File: src/rtl/u8ae_pkg.sv
// Shared types, codes and helper functions for the UTF-8 append encoder.
package u8ae_pkg;

    localparam int unsigned FIFO_DEPTH = 4;

    localparam logic [1:0] CMD_BEGIN  = 2'd0;
    localparam logic [1:0] CMD_ENCODE = 2'd1;
    localparam logic [1:0] CMD_END    = 2'd2;

    localparam logic [1:0] ST_OK     = 2'd0;
    localparam logic [1:0] ST_TRUNC  = 2'd1;
    localparam logic [1:0] ST_NOT_CP = 2'd2;

    typedef struct packed {
        logic [30:0] cp;
        logic [2:0]  n;
        logic [15:0] addr;
        logic        valid;
        logic [1:0]  status;
    } t_desc;

    function automatic logic [2:0] f_byte_count(input logic [30:0] cp);
        logic [2:0] n;
        if (cp <= 31'h7f) begin
            n = 3'd1;
        end else if (cp <= 31'h7ff) begin
            n = 3'd2;
        end else if (cp <= 31'hffff) begin
            n = 3'd3;
        end else if (cp <= 31'h1fffff) begin
            n = 3'd4;
        end else if (cp <= 31'h3ffffff) begin
            n = 3'd5;
        end else begin
            n = 3'd6;
        end
        return n;
    endfunction

    function automatic logic [7:0] f_lead(input logic [2:0] n);
        logic [7:0] lead;
        case (n)
            3'd2:    lead = 8'hc0;
            3'd3:    lead = 8'he0;
            3'd4:    lead = 8'hf0;
            3'd5:    lead = 8'hf8;
            3'd6:    lead = 8'hfc;
            default: lead = 8'h00;
        endcase
        return lead;
    endfunction

endpackage

File: src/rtl/utf8_append_encoder.sv
// Top level of the UTF-8 append encoder: front end, job queue and byte emitter.
// Usage:
// The slave stream takes one command per beat: tuser holds the command
// (begin, encode, end), tdata holds the code point and the existing length.
// Begin sets the write position and gives no output. Encode yields one to six
// byte beats with buffer addresses, or one status-only beat when the value is
// not a code point or does not fit, and nothing after a truncation until the
// next begin or end. End yields the terminating zero with the sticky status.
// tlast marks the final beat of each command. The configuration channel
// writes the buffer size; it is always ready. The user must see that it is
// written only while the block is idle; the block itself does not enforce
// this. Jobs pass through the job queue to a registered output beat. The
// input side takes one command per cycle while the job queue has room; the
// output side moves one byte per cycle while the receiver is ready, and the
// queue absorbs the difference. Reset sets the buffer size to 65535 and
// clears position and status. When the receiver stalls, the output register
// holds its beat, the queue fills and tready drops only when the queue is full.
module utf8_append_encoder import u8ae_pkg::*; #(
    parameter int unsigned DEPTH = FIFO_DEPTH
) (
    input  logic        i_clk,
    input  logic        i_rst_n,
    input  logic        i_cfg_valid,
    output logic        o_cfg_ready,
    input  logic [15:0] i_cfg_data,      // buffer_size
    input  logic        i_s_axis_tvalid,
    output logic        o_s_axis_tready,
    input  logic [47:0] i_s_axis_tdata,  // code_point, existing_length
    input  logic [1:0]  i_s_axis_tuser,  // command
    output logic        o_m_axis_tvalid,
    input  logic        i_m_axis_tready,
    output logic [23:0] o_m_axis_tdata,  // byte_value, byte_address
    output logic [2:0]  o_m_axis_tuser,  // byte_valid, status
    output logic        o_m_axis_tlast
);

    t_desc      w_push_desc;
    t_desc      w_head_desc;
    logic       w_push;
    logic       w_pop;
    logic       w_full;
    logic       w_empty;
    logic [7:0] w_value;
    logic [15:0] w_addr;
    logic       w_bv;
    logic [1:0] w_st;

    assign o_cfg_ready = 1'b1;

    u8ae_front u_front (
        .i_clk      (i_clk),
        .i_rst_n    (i_rst_n),
        .i_cfg_we   (i_cfg_valid),
        .i_cfg_size (i_cfg_data),
        .i_valid    (i_s_axis_tvalid),
        .o_ready    (o_s_axis_tready),
        .i_cmd      (i_s_axis_tuser),
        .i_cp       (i_s_axis_tdata[31:0]),
        .i_len      (i_s_axis_tdata[47:32]),
        .i_full     (w_full),
        .o_push     (w_push),
        .o_desc     (w_push_desc)
    );

    u8ae_fifo #(
        .DEPTH (DEPTH)
    ) u_fifo (
        .i_clk   (i_clk),
        .i_rst_n (i_rst_n),
        .i_push  (w_push),
        .i_desc  (w_push_desc),
        .i_pop   (w_pop),
        .o_desc  (w_head_desc),
        .o_full  (w_full),
        .o_empty (w_empty)
    );

    u8ae_back u_back (
        .i_clk        (i_clk),
        .i_rst_n      (i_rst_n),
        .i_desc       (w_head_desc),
        .i_empty      (w_empty),
        .o_pop        (w_pop),
        .o_valid      (o_m_axis_tvalid),
        .i_ready      (i_m_axis_tready),
        .o_value      (w_value),
        .o_addr       (w_addr),
        .o_byte_valid (w_bv),
        .o_status     (w_st),
        .o_last       (o_m_axis_tlast)
    );

    assign o_m_axis_tdata = {w_addr, w_value};
    assign o_m_axis_tuser = {w_st, w_bv};

endmodule

File: src/rtl/u8ae_front.sv
// Front end: accepts commands, tracks the string state and queues byte jobs.
module u8ae_front import u8ae_pkg::*; (
    input  logic        i_clk,
    input  logic        i_rst_n,
    input  logic        i_cfg_we,
    input  logic [15:0] i_cfg_size,
    input  logic        i_valid,
    output logic        o_ready,
    input  logic [1:0]  i_cmd,
    input  logic [31:0] i_cp,
    input  logic [15:0] i_len,
    input  logic        i_full,
    output logic        o_push,
    output t_desc       o_desc
);

    logic [15:0] r_size, n_size;
    logic [15:0] r_pos, n_pos;
    logic        r_stopped, n_stopped;
    logic [1:0]  r_sticky, n_sticky;

    logic [15:0] w_size;
    logic [15:0] w_sm1;
    logic [15:0] w_room;
    logic [15:0] w_clip_pos;
    logic [2:0]  w_n;
    logic        w_acc;

    assign o_ready = !i_full;
    assign w_acc   = i_valid && !i_full;

    assign w_size     = (r_size == 16'd0) ? 16'd1 : r_size;
    assign w_sm1      = w_size - 16'd1;
    assign w_room     = (r_pos < w_sm1) ? (w_sm1 - r_pos) : 16'd0;
    assign w_clip_pos = (r_pos > w_sm1) ? w_sm1 : r_pos;
    assign w_n        = f_byte_count(i_cp[30:0]);

    always_comb begin
        n_size    = i_cfg_we ? i_cfg_size : r_size;
        n_pos     = r_pos;
        n_stopped = r_stopped;
        n_sticky  = r_sticky;
        o_push    = 1'b0;
        o_desc    = '0;
        o_desc.n  = 3'd1;
        if (w_acc) begin
            case (i_cmd)
                CMD_BEGIN: begin
                    n_pos     = (i_len > w_sm1) ? w_sm1 : i_len;
                    n_stopped = 1'b0;
                    n_sticky  = ST_OK;
                end
                CMD_ENCODE: begin
                    if (!r_stopped) begin
                        o_push = 1'b1;
                        if (i_cp[31]) begin
                            n_sticky      = ST_NOT_CP;
                            o_desc.status = ST_NOT_CP;
                        end else if (w_room < {13'd0, w_n}) begin
                            n_stopped     = 1'b1;
                            n_sticky      = ST_TRUNC;
                            o_desc.status = ST_TRUNC;
                        end else begin
                            o_desc.cp    = i_cp[30:0];
                            o_desc.n     = w_n;
                            o_desc.addr  = r_pos;
                            o_desc.valid = 1'b1;
                            n_pos        = r_pos + {13'd0, w_n};
                        end
                    end
                end
                CMD_END: begin
                    o_push        = 1'b1;
                    o_desc.addr   = w_clip_pos;
                    o_desc.valid  = 1'b1;
                    o_desc.status = r_sticky;
                    n_stopped     = 1'b0;
                    n_sticky      = ST_OK;
                end
                default: begin
                end
            endcase
        end
    end

    always_ff @(posedge i_clk) begin
        if (!i_rst_n) begin
            r_size    <= 16'hffff;
            r_pos     <= 16'd0;
            r_stopped <= 1'b0;
            r_sticky  <= ST_OK;
        end else begin
            r_size    <= n_size;
            r_pos     <= n_pos;
            r_stopped <= n_stopped;
            r_sticky  <= n_sticky;
        end
    end

    a_stop_sticky: assert property (@(posedge i_clk) disable iff (!i_rst_n)
        r_stopped |-> (r_sticky == ST_TRUNC))
        else $error("stopped without truncation status");

    a_push_ready: assert property (@(posedge i_clk) disable iff (!i_rst_n)
        o_push |-> (i_valid && !i_full))
        else $error("job queued without an accepted beat");

    a_begin_pos: assert property (@(posedge i_clk) disable iff (!i_rst_n)
        (w_acc && i_cmd == CMD_BEGIN && !i_cfg_we) |=> (r_pos < w_size))
        else $error("begin left position outside buffer");

endmodule

File: src/rtl/u8ae_fifo.sv
// Small job queue between the front end and the byte emitter.
module u8ae_fifo import u8ae_pkg::*; #(
    parameter int unsigned DEPTH = FIFO_DEPTH
) (
    input  logic  i_clk,
    input  logic  i_rst_n,
    input  logic  i_push,
    input  t_desc i_desc,
    input  logic  i_pop,
    output t_desc o_desc,
    output logic  o_full,
    output logic  o_empty
);

    localparam int unsigned AW = (DEPTH > 1) ? $clog2(DEPTH) : 1;
    localparam int unsigned CW = $clog2(DEPTH + 1);

    t_desc         r_mem [DEPTH];
    logic [AW-1:0] r_wr, n_wr;
    logic [AW-1:0] r_rd, n_rd;
    logic [CW-1:0] r_cnt, n_cnt;
    logic          w_push;
    logic          w_pop;

    assign o_full  = (r_cnt == CW'(DEPTH));
    assign o_empty = (r_cnt == '0);
    assign o_desc  = r_mem[r_rd];
    assign w_push  = i_push && !o_full;
    assign w_pop   = i_pop && !o_empty;

    always_comb begin
        n_wr  = r_wr;
        n_rd  = r_rd;
        n_cnt = r_cnt;
        if (w_push) begin
            n_wr = (r_wr == AW'(DEPTH - 1)) ? '0 : r_wr + 1'b1;
        end
        if (w_pop) begin
            n_rd = (r_rd == AW'(DEPTH - 1)) ? '0 : r_rd + 1'b1;
        end
        if (w_push && !w_pop) begin
            n_cnt = r_cnt + 1'b1;
        end else if (w_pop && !w_push) begin
            n_cnt = r_cnt - 1'b1;
        end
    end

    always_ff @(posedge i_clk) begin
        if (w_push) begin
            r_mem[r_wr] <= i_desc;
        end
    end

    always_ff @(posedge i_clk) begin
        if (!i_rst_n) begin
            r_wr  <= '0;
            r_rd  <= '0;
            r_cnt <= '0;
        end else begin
            r_wr  <= n_wr;
            r_rd  <= n_rd;
            r_cnt <= n_cnt;
        end
    end

    a_cnt_range: assert property (@(posedge i_clk) disable iff (!i_rst_n)
        r_cnt <= CW'(DEPTH))
        else $error("queue count out of range");

    a_no_overflow: assert property (@(posedge i_clk) disable iff (!i_rst_n)
        !(i_push && o_full))
        else $error("push into full queue");

    a_no_underflow: assert property (@(posedge i_clk) disable iff (!i_rst_n)
        !(i_pop && o_empty))
        else $error("pop from empty queue");

endmodule

File: src/rtl/u8ae_back.sv
// Back end: expands queued jobs into output bytes, one per cycle unless stalled.
module u8ae_back import u8ae_pkg::*; (
    input  logic        i_clk,
    input  logic        i_rst_n,
    input  t_desc       i_desc,
    input  logic        i_empty,
    output logic        o_pop,
    output logic        o_valid,
    input  logic        i_ready,
    output logic [7:0]  o_value,
    output logic [15:0] o_addr,
    output logic        o_byte_valid,
    output logic [1:0]  o_status,
    output logic        o_last
);

    logic        r_busy, n_busy;
    logic [30:0] r_cp;
    logic [2:0]  r_n;
    logic [2:0]  r_m;
    logic [15:0] r_addr;
    logic        r_bv;
    logic [1:0]  r_st;

    logic        r_ovalid;
    logic [7:0]  r_ovalue;
    logic [15:0] r_oaddr;
    logic        r_obv;
    logic [1:0]  r_ost;
    logic        r_olast;

    logic [30:0] c_cp;
    logic [2:0]  c_n;
    logic [2:0]  c_m;
    logic [15:0] c_addr;
    logic        c_bv;
    logic [1:0]  c_st;
    logic        c_avail;
    logic        w_adv;
    logic [30:0] w_sh;
    logic [7:0]  w_byte;

    assign c_cp    = r_busy ? r_cp   : i_desc.cp;
    assign c_n     = r_busy ? r_n    : i_desc.n;
    assign c_m     = r_busy ? r_m    : (i_desc.n - 3'd1);
    assign c_addr  = r_busy ? r_addr : i_desc.addr;
    assign c_bv    = r_busy ? r_bv   : i_desc.valid;
    assign c_st    = r_busy ? r_st   : i_desc.status;
    assign c_avail = r_busy || !i_empty;
    assign w_adv   = c_avail && (!r_ovalid || i_ready);
    assign o_pop   = w_adv && !r_busy;

    always_comb begin
        case (c_m)
            3'd1:    w_sh = c_cp >> 6;
            3'd2:    w_sh = c_cp >> 12;
            3'd3:    w_sh = c_cp >> 18;
            3'd4:    w_sh = c_cp >> 24;
            3'd5:    w_sh = c_cp >> 30;
            default: w_sh = c_cp;
        endcase
        if (c_m == c_n - 3'd1) begin
            w_byte = (c_n == 3'd1) ? c_cp[7:0] : (f_lead(c_n) | w_sh[7:0]);
        end else begin
            w_byte = {2'b10, w_sh[5:0]};
        end
        n_busy = r_busy;
        if (w_adv) begin
            n_busy = (c_m != 3'd0);
        end
    end

    always_ff @(posedge i_clk) begin
        if (w_adv) begin
            r_cp     <= c_cp;
            r_n      <= c_n;
            r_m      <= c_m - 3'd1;
            r_addr   <= c_addr + 16'd1;
            r_bv     <= c_bv;
            r_st     <= c_st;
            r_ovalue <= w_byte;
            r_oaddr  <= c_addr;
            r_obv    <= c_bv;
            r_ost    <= c_st;
            r_olast  <= (c_m == 3'd0);
        end
    end

    always_ff @(posedge i_clk) begin
        if (!i_rst_n) begin
            r_busy   <= 1'b0;
            r_ovalid <= 1'b0;
        end else begin
            r_busy <= n_busy;
            if (w_adv) begin
                r_ovalid <= 1'b1;
            end else if (i_ready) begin
                r_ovalid <= 1'b0;
            end
        end
    end

    assign o_valid      = r_ovalid;
    assign o_value      = r_ovalue;
    assign o_addr       = r_oaddr;
    assign o_byte_valid = r_obv;
    assign o_status     = r_ost;
    assign o_last       = r_olast;

    a_busy_index: assert property (@(posedge i_clk) disable iff (!i_rst_n)
        r_busy |-> (r_m < r_n))
        else $error("byte index beyond job length");

    a_busy_not_last: assert property (@(posedge i_clk) disable iff (!i_rst_n)
        (r_busy && r_ovalid) |-> !r_olast)
        else $error("last byte shown while job still running");

    a_status_only: assert property (@(posedge i_clk) disable iff (!i_rst_n)
        (r_ovalid && !r_obv) |-> (r_olast && r_ost != ST_OK))
        else $error("status-only beat malformed");

endmodule

File: config.mk
export PLATFORM = sky130hd
export DESIGN_NAME = utf8_append_encoder
export DESIGN_NICKNAME = d
export VERILOG_FILES = /design/src/rtl/u8ae_pkg.sv /design/src/rtl/utf8_append_encoder.sv /design/src/rtl/u8ae_front.sv /design/src/rtl/u8ae_fifo.sv /design/src/rtl/u8ae_back.sv
export SDC_FILE = /design/constraint.sdc
export NUM_CORES = 1
export LEC_CHECK = 0
export BUFFER_PORTS_ARGS = -buffer_cell sky130_fd_sc_hd__buf_4
export CORE_MARGIN = 5
export CORE_UTILIZATION = 41
export CTS_CLUSTER_DIAMETER = 30
export CTS_CLUSTER_SIZE = 28
export DETAILED_ROUTE_END_ITERATION = 8
export GPL_TIMING_DRIVEN = 0
export HOLD_SLACK_MARGIN = 0.03
export PLACE_DENSITY = 0.55
export SKIP_CTS_REPAIR_TIMING = 1
export SLEW_MARGIN = 25
export SYNTH_ARGS = -nofsm -noshare
export SYNTH_HDL_FRONTEND = slang
export SYNTH_HIERARCHICAL = 1
export SYNTH_SLANG_ARGS = --single-unit
File: constraint.sdc
create_clock -name i_clk -period 7.3 [get_ports i_clk]
set_input_delay 0 -clock i_clk [delete_from_list [all_inputs] [get_ports i_clk]]
set_output_delay 0 -clock i_clk [all_outputs]
set_load 0.01 [all_outputs]
==> run metrics <==
outcome=complete, but fails checks; violated checks=hold timing; CTS H-tree lvls=3; Switching Share=0.291; Final setup violation count=0; post-route DRC violation count=0; P per Cell Area=374 mW/mm2; CP Cell Sequence=or4_1, nor3_1, a31oi_1, ha_1, nand3_1, nor2_1, nand2_1, xnor2_1, ha_1, clkbuf_1, nand4_1, nor4_1, nor3_1, ha_1, nand2_1, or2_2, o221a_2, nand4_1, o21a_2, clkbuf_1, and2_1; Starting Density=0.416; period utilisation layout=0.893; Cell Rows=74; Max VDD drop=0.185 mV; Final WS setup=0.778 ns; cell family with most CP delay=simple AND/OR/NAND/NOR gates; Cell Area, Synth=0.0171 mm2; worst hold margin=-0.0214 ns; Layout area overhead=28.1%; Die Y=214 um; clk_lat worst skew=0.56 ns; Core ar.=~0.041 mm2; EDFF count, synth=293; Cells after Synth=1286; Synth Warn #=6; Max Cap Viol=0; ratio of cells with drive above 1 in the final layout=0.241; Worst EP arrival=6.91 ns; Final min period=about 6.5 ns; Slew Limit Fails=0; vias in the first global route=11400; Pwr Total=8.17 mW; CTS Buffer Depth=3; initial antenna violation count=0; GR Util All Layers=0.185; Worst EP required=between 7 and 8 ns; max incr delay on CP=0.64 ns; leakage=8.04 nW; slowest CP cell=nor4_1; clock share of power=0.393; sequential area share after synthesis=0.570; Die W=214 um; ANT nets after route=0; first-pass GRT wire length=66800 um; Pint=5.80 mW; Synth area leader=edfxtp_1; CP Class=register to register; asr flop ratio synth=0; DP HPWL=31200 um; fmax=153 MHz; gr ovfl total=0; Buf/Inv on CP=2; top cell type's share of synthesized area=0.516; CP Max Fanout=10; n_diodes=0; Final Wtd Congestion=between 0.8 and 0.9; Min-Delay Path Class=input pin to register; first drt pass iteration count=5; CTS buffer count=74; CTS sink cnt=about 340; routed wire length=43700 um; Hold Crit Depth=5; Root Driver=clkbuf_16; RSZ-0062 raised after global routing=no; sequential share of power=0.336; clock skew=0.0164 ns; TritonCTS clock tree=yes; Setup TNS=0 ns; Crit. End Element=register; nets=1669; Primary FF master, synth=edfxtp_1; post-DR wirelength/cell=20.5 um; die area=0.0458 mm2; Clk pin slew, worst setup/hold paths=roughly 0.05 ns; largest net degree at the start of global routing=38; num ports=102; 1st-iter DRT viols=689; most frequent CP cell=ha_1; Crit path depth=21; critical path startpoint category=register; Yosys reg bits=339; Net Switching=2.37 mW; Port Buffers=99; combinational power share=0.271; DR vias/cell=roughly 5.4; mean post-synth cell area=13.3 um2; relative slew slack=0.396; Synth area leaders=edfxtp_1, mux4_2, dfxtp_1; via count=11600; setup slack at placement=0.810 ns; Post-Syn Nets=around 1400; Unique masters post-synth=96; Slew @ Worst Pin=between 0.8 and 0.9 ns; R2R depth=21; final hold vios=1
-- cell type report --
cell class | instances | area [um2]
buffer | 52 | 367
clock buffer | 86 | 2000
clock inverter | 50 | 454
fill | 3461 | 19200
inverter | 86 | 323
multi-input combinational | 809 | 6680
sequential | 339 | 9720
tap | 532 | 666
timing repair buffer | 178 | 1640
-- logic make-up (layout without fill, tap and decap cells) --
kind of cell | after synthesis | after routing | synth area share
xor gates and xnor gates | 38 | 38 | 0.0203
buffers and inverters | 138 | 452 | 0.0404
AOI/OAI and AO/OA | 243 | 243 | 0.105
adders and majority gates | 58 | 58 | 0.0439
and+or+nand+nor | 340 | 340 | 0.102
other | 1 | 1 | 0.000220
DFF | 339 | 339 | 0.570
muxes | 129 | 129 | 0.118
-- cell usage in the layout, fill, tap and decap left out, types with 9 or more instances in the layout --
| master | Yosys | layout |
|---|---|---|
| edfxtp_1 | 293 | 293 |
| buf_4 | 5 | 104 |
| nand2_1 | 99 | 99 |
| inv_1 | 84 | 84 |
| clkbuf_16 | 0 | 78 |
| dlygate4sd3_1 | 0 | 71 |
| nor2_1 | 55 | 55 |
| ha_1 | 55 | 55 |
| mux4_2 | 50 | 50 |
| dfxtp_1 | 46 | 46 |
| mux2i_1 | 41 | 41 |
| o21ai_0 | 41 | 41 |
| a21oi_1 | 38 | 37 |
| and2_1 | 41 | 37 |
| mux2_2 | 35 | 35 |
| nor3_1 | 29 | 29 |
| nand3_1 | 25 | 25 |
| xnor2_1 | 24 | 24 |
| clkbuf_1 | 16 | 22 |
| buf_2 | 19 | 19 |
| nor2b_1 | 18 | 18 |
| a22o_1 | 17 | 17 |
| clkinv_2 | 0 | 15 |
| clkinv_1 | 1 | 14 |
| xor2_1 | 13 | 13 |
| a21o_1 | 12 | 12 |
| a32o_1 | 12 | 12 |
| nand4_1 | 12 | 12 |
| o22ai_1 | 12 | 12 |
| or3_1 | 12 | 12 |
| a211oi_1 | 11 | 11 |
| nand2b_1 | 10 | 10 |
| clkinvlp_4 | 0 | 9 |
-- synthesized netlist by cell type, types with 5 or more instances --
| master | number |
|---|---|
| a211oi_1 | 11 |
| a21o_1 | 12 |
| a21oi_1 | 38 |
| a221oi_1 | 5 |
| a22o_1 | 17 |
| a32o_1 | 12 |
| and2_1 | 41 |
| and3_1 | 6 |
| buf_12 | 5 |
| buf_2 | 19 |
| buf_4 | 5 |
| buf_6 | 5 |
| clkbuf_1 | 16 |
| dfxtp_1 | 46 |
| edfxtp_1 | 293 |
| ha_1 | 55 |
| inv_1 | 84 |
| mux2_2 | 35 |
| mux2i_1 | 41 |
| mux4_2 | 50 |
| nand2_1 | 99 |
| nand2b_1 | 10 |
| nand3_1 | 25 |
| nand4_1 | 12 |
| nor2_1 | 55 |
| nor2b_1 | 18 |
| nor3_1 | 29 |
| nor4_1 | 7 |
| o211ai_1 | 7 |
| o21a_1 | 8 |
| o21ai_0 | 41 |
| o21ai_1 | 5 |
| o22ai_1 | 12 |
| o31ai_1 | 5 |
| or3_1 | 12 |
| or4_1 | 7 |
| xnor2_1 | 24 |
| xor2_1 | 13 |
-- final timing paths --
| kind | start | endpoint | slack, ns |
|---|---|---|---|
| min | i_s_axis_tdata[33] | u_front/r_pos[1] | -0.02 |
| max | u_front/r_size[7] | u_fifo/r_mem[1][27] | 0.78 |
| max reg2reg | u_front/r_size[7] | u_fifo/r_mem[1][27] | 0.78 |
| min reg2reg | u_front/r_sticky[0] | u_front/r_sticky[0] | 0.47 |
-- stage by stage --
stage,hold WS (ns),std cells,instance area (um2),utilization
after global placement,0.215,1917,18500,0.450
after detailed placement,0.224,1925,18700,0.455
after floorplan,0.109,1286,17100,-
after CTS,-0.375,2061,21100,0.515
final,-0.0214,2132,21800,0.533
after global routing,0.0358,2132,21800,0.533
-- state kept, by name, summed over array words and instances, names as in the netlist, named ones only --
register and cells:
u_back/r_cp 31, u_fifo/r_cnt 3, u_back/r_m 3, u_front/r_pos 16, u_front/r_size 16, u_back/o_last 1, u_back/o_status 2, u_back/o_addr 16
u_back/o_valid 1, u_fifo/r_wr 2, u_back/o_byte_valid 1, u_back/o_value 8, u_back/r_addr 16, u_front/r_sticky 2, u_fifo/r_mem 212, u_front/r_stopped 1
u_back/r_n 3, u_back/r_busy 1, u_fifo/r_rd 2
-- power groups by stage --
stage               combinational [mW]  clock (mW)  sequential [mW]
CTS                               2.20        3.28             2.74
global placement                  1.99           0             2.82
finish                            2.22        3.21             2.74
detailed placement                2.19           0             2.78
floorplan                         1.38           0             2.83
global route                      2.42        3.39             2.77
-- worst min-delay path, stage by stage --
cell and delay, ns:
buf_4 0.09, mux2i_1 0.07, mux2i_1 0.17, o211ai_2 0.12
o41ai_2 0.06
-- metal layers --
metal / global-route usage / part of all wire / vias up / wire (um)
li1: - / - / 5469 / -
met1: 0.255 / 0.45 / 5767 / 19700
met2: 0.299 / 0.48 / 293 / 21100
met3: 0.0340 / 0.045 / 69 / 1970
met4: 0.0627 / 0.023 / 0 / 995
met5: 0 / 0 / - / 0
Power figures use the tool's default switching activity.
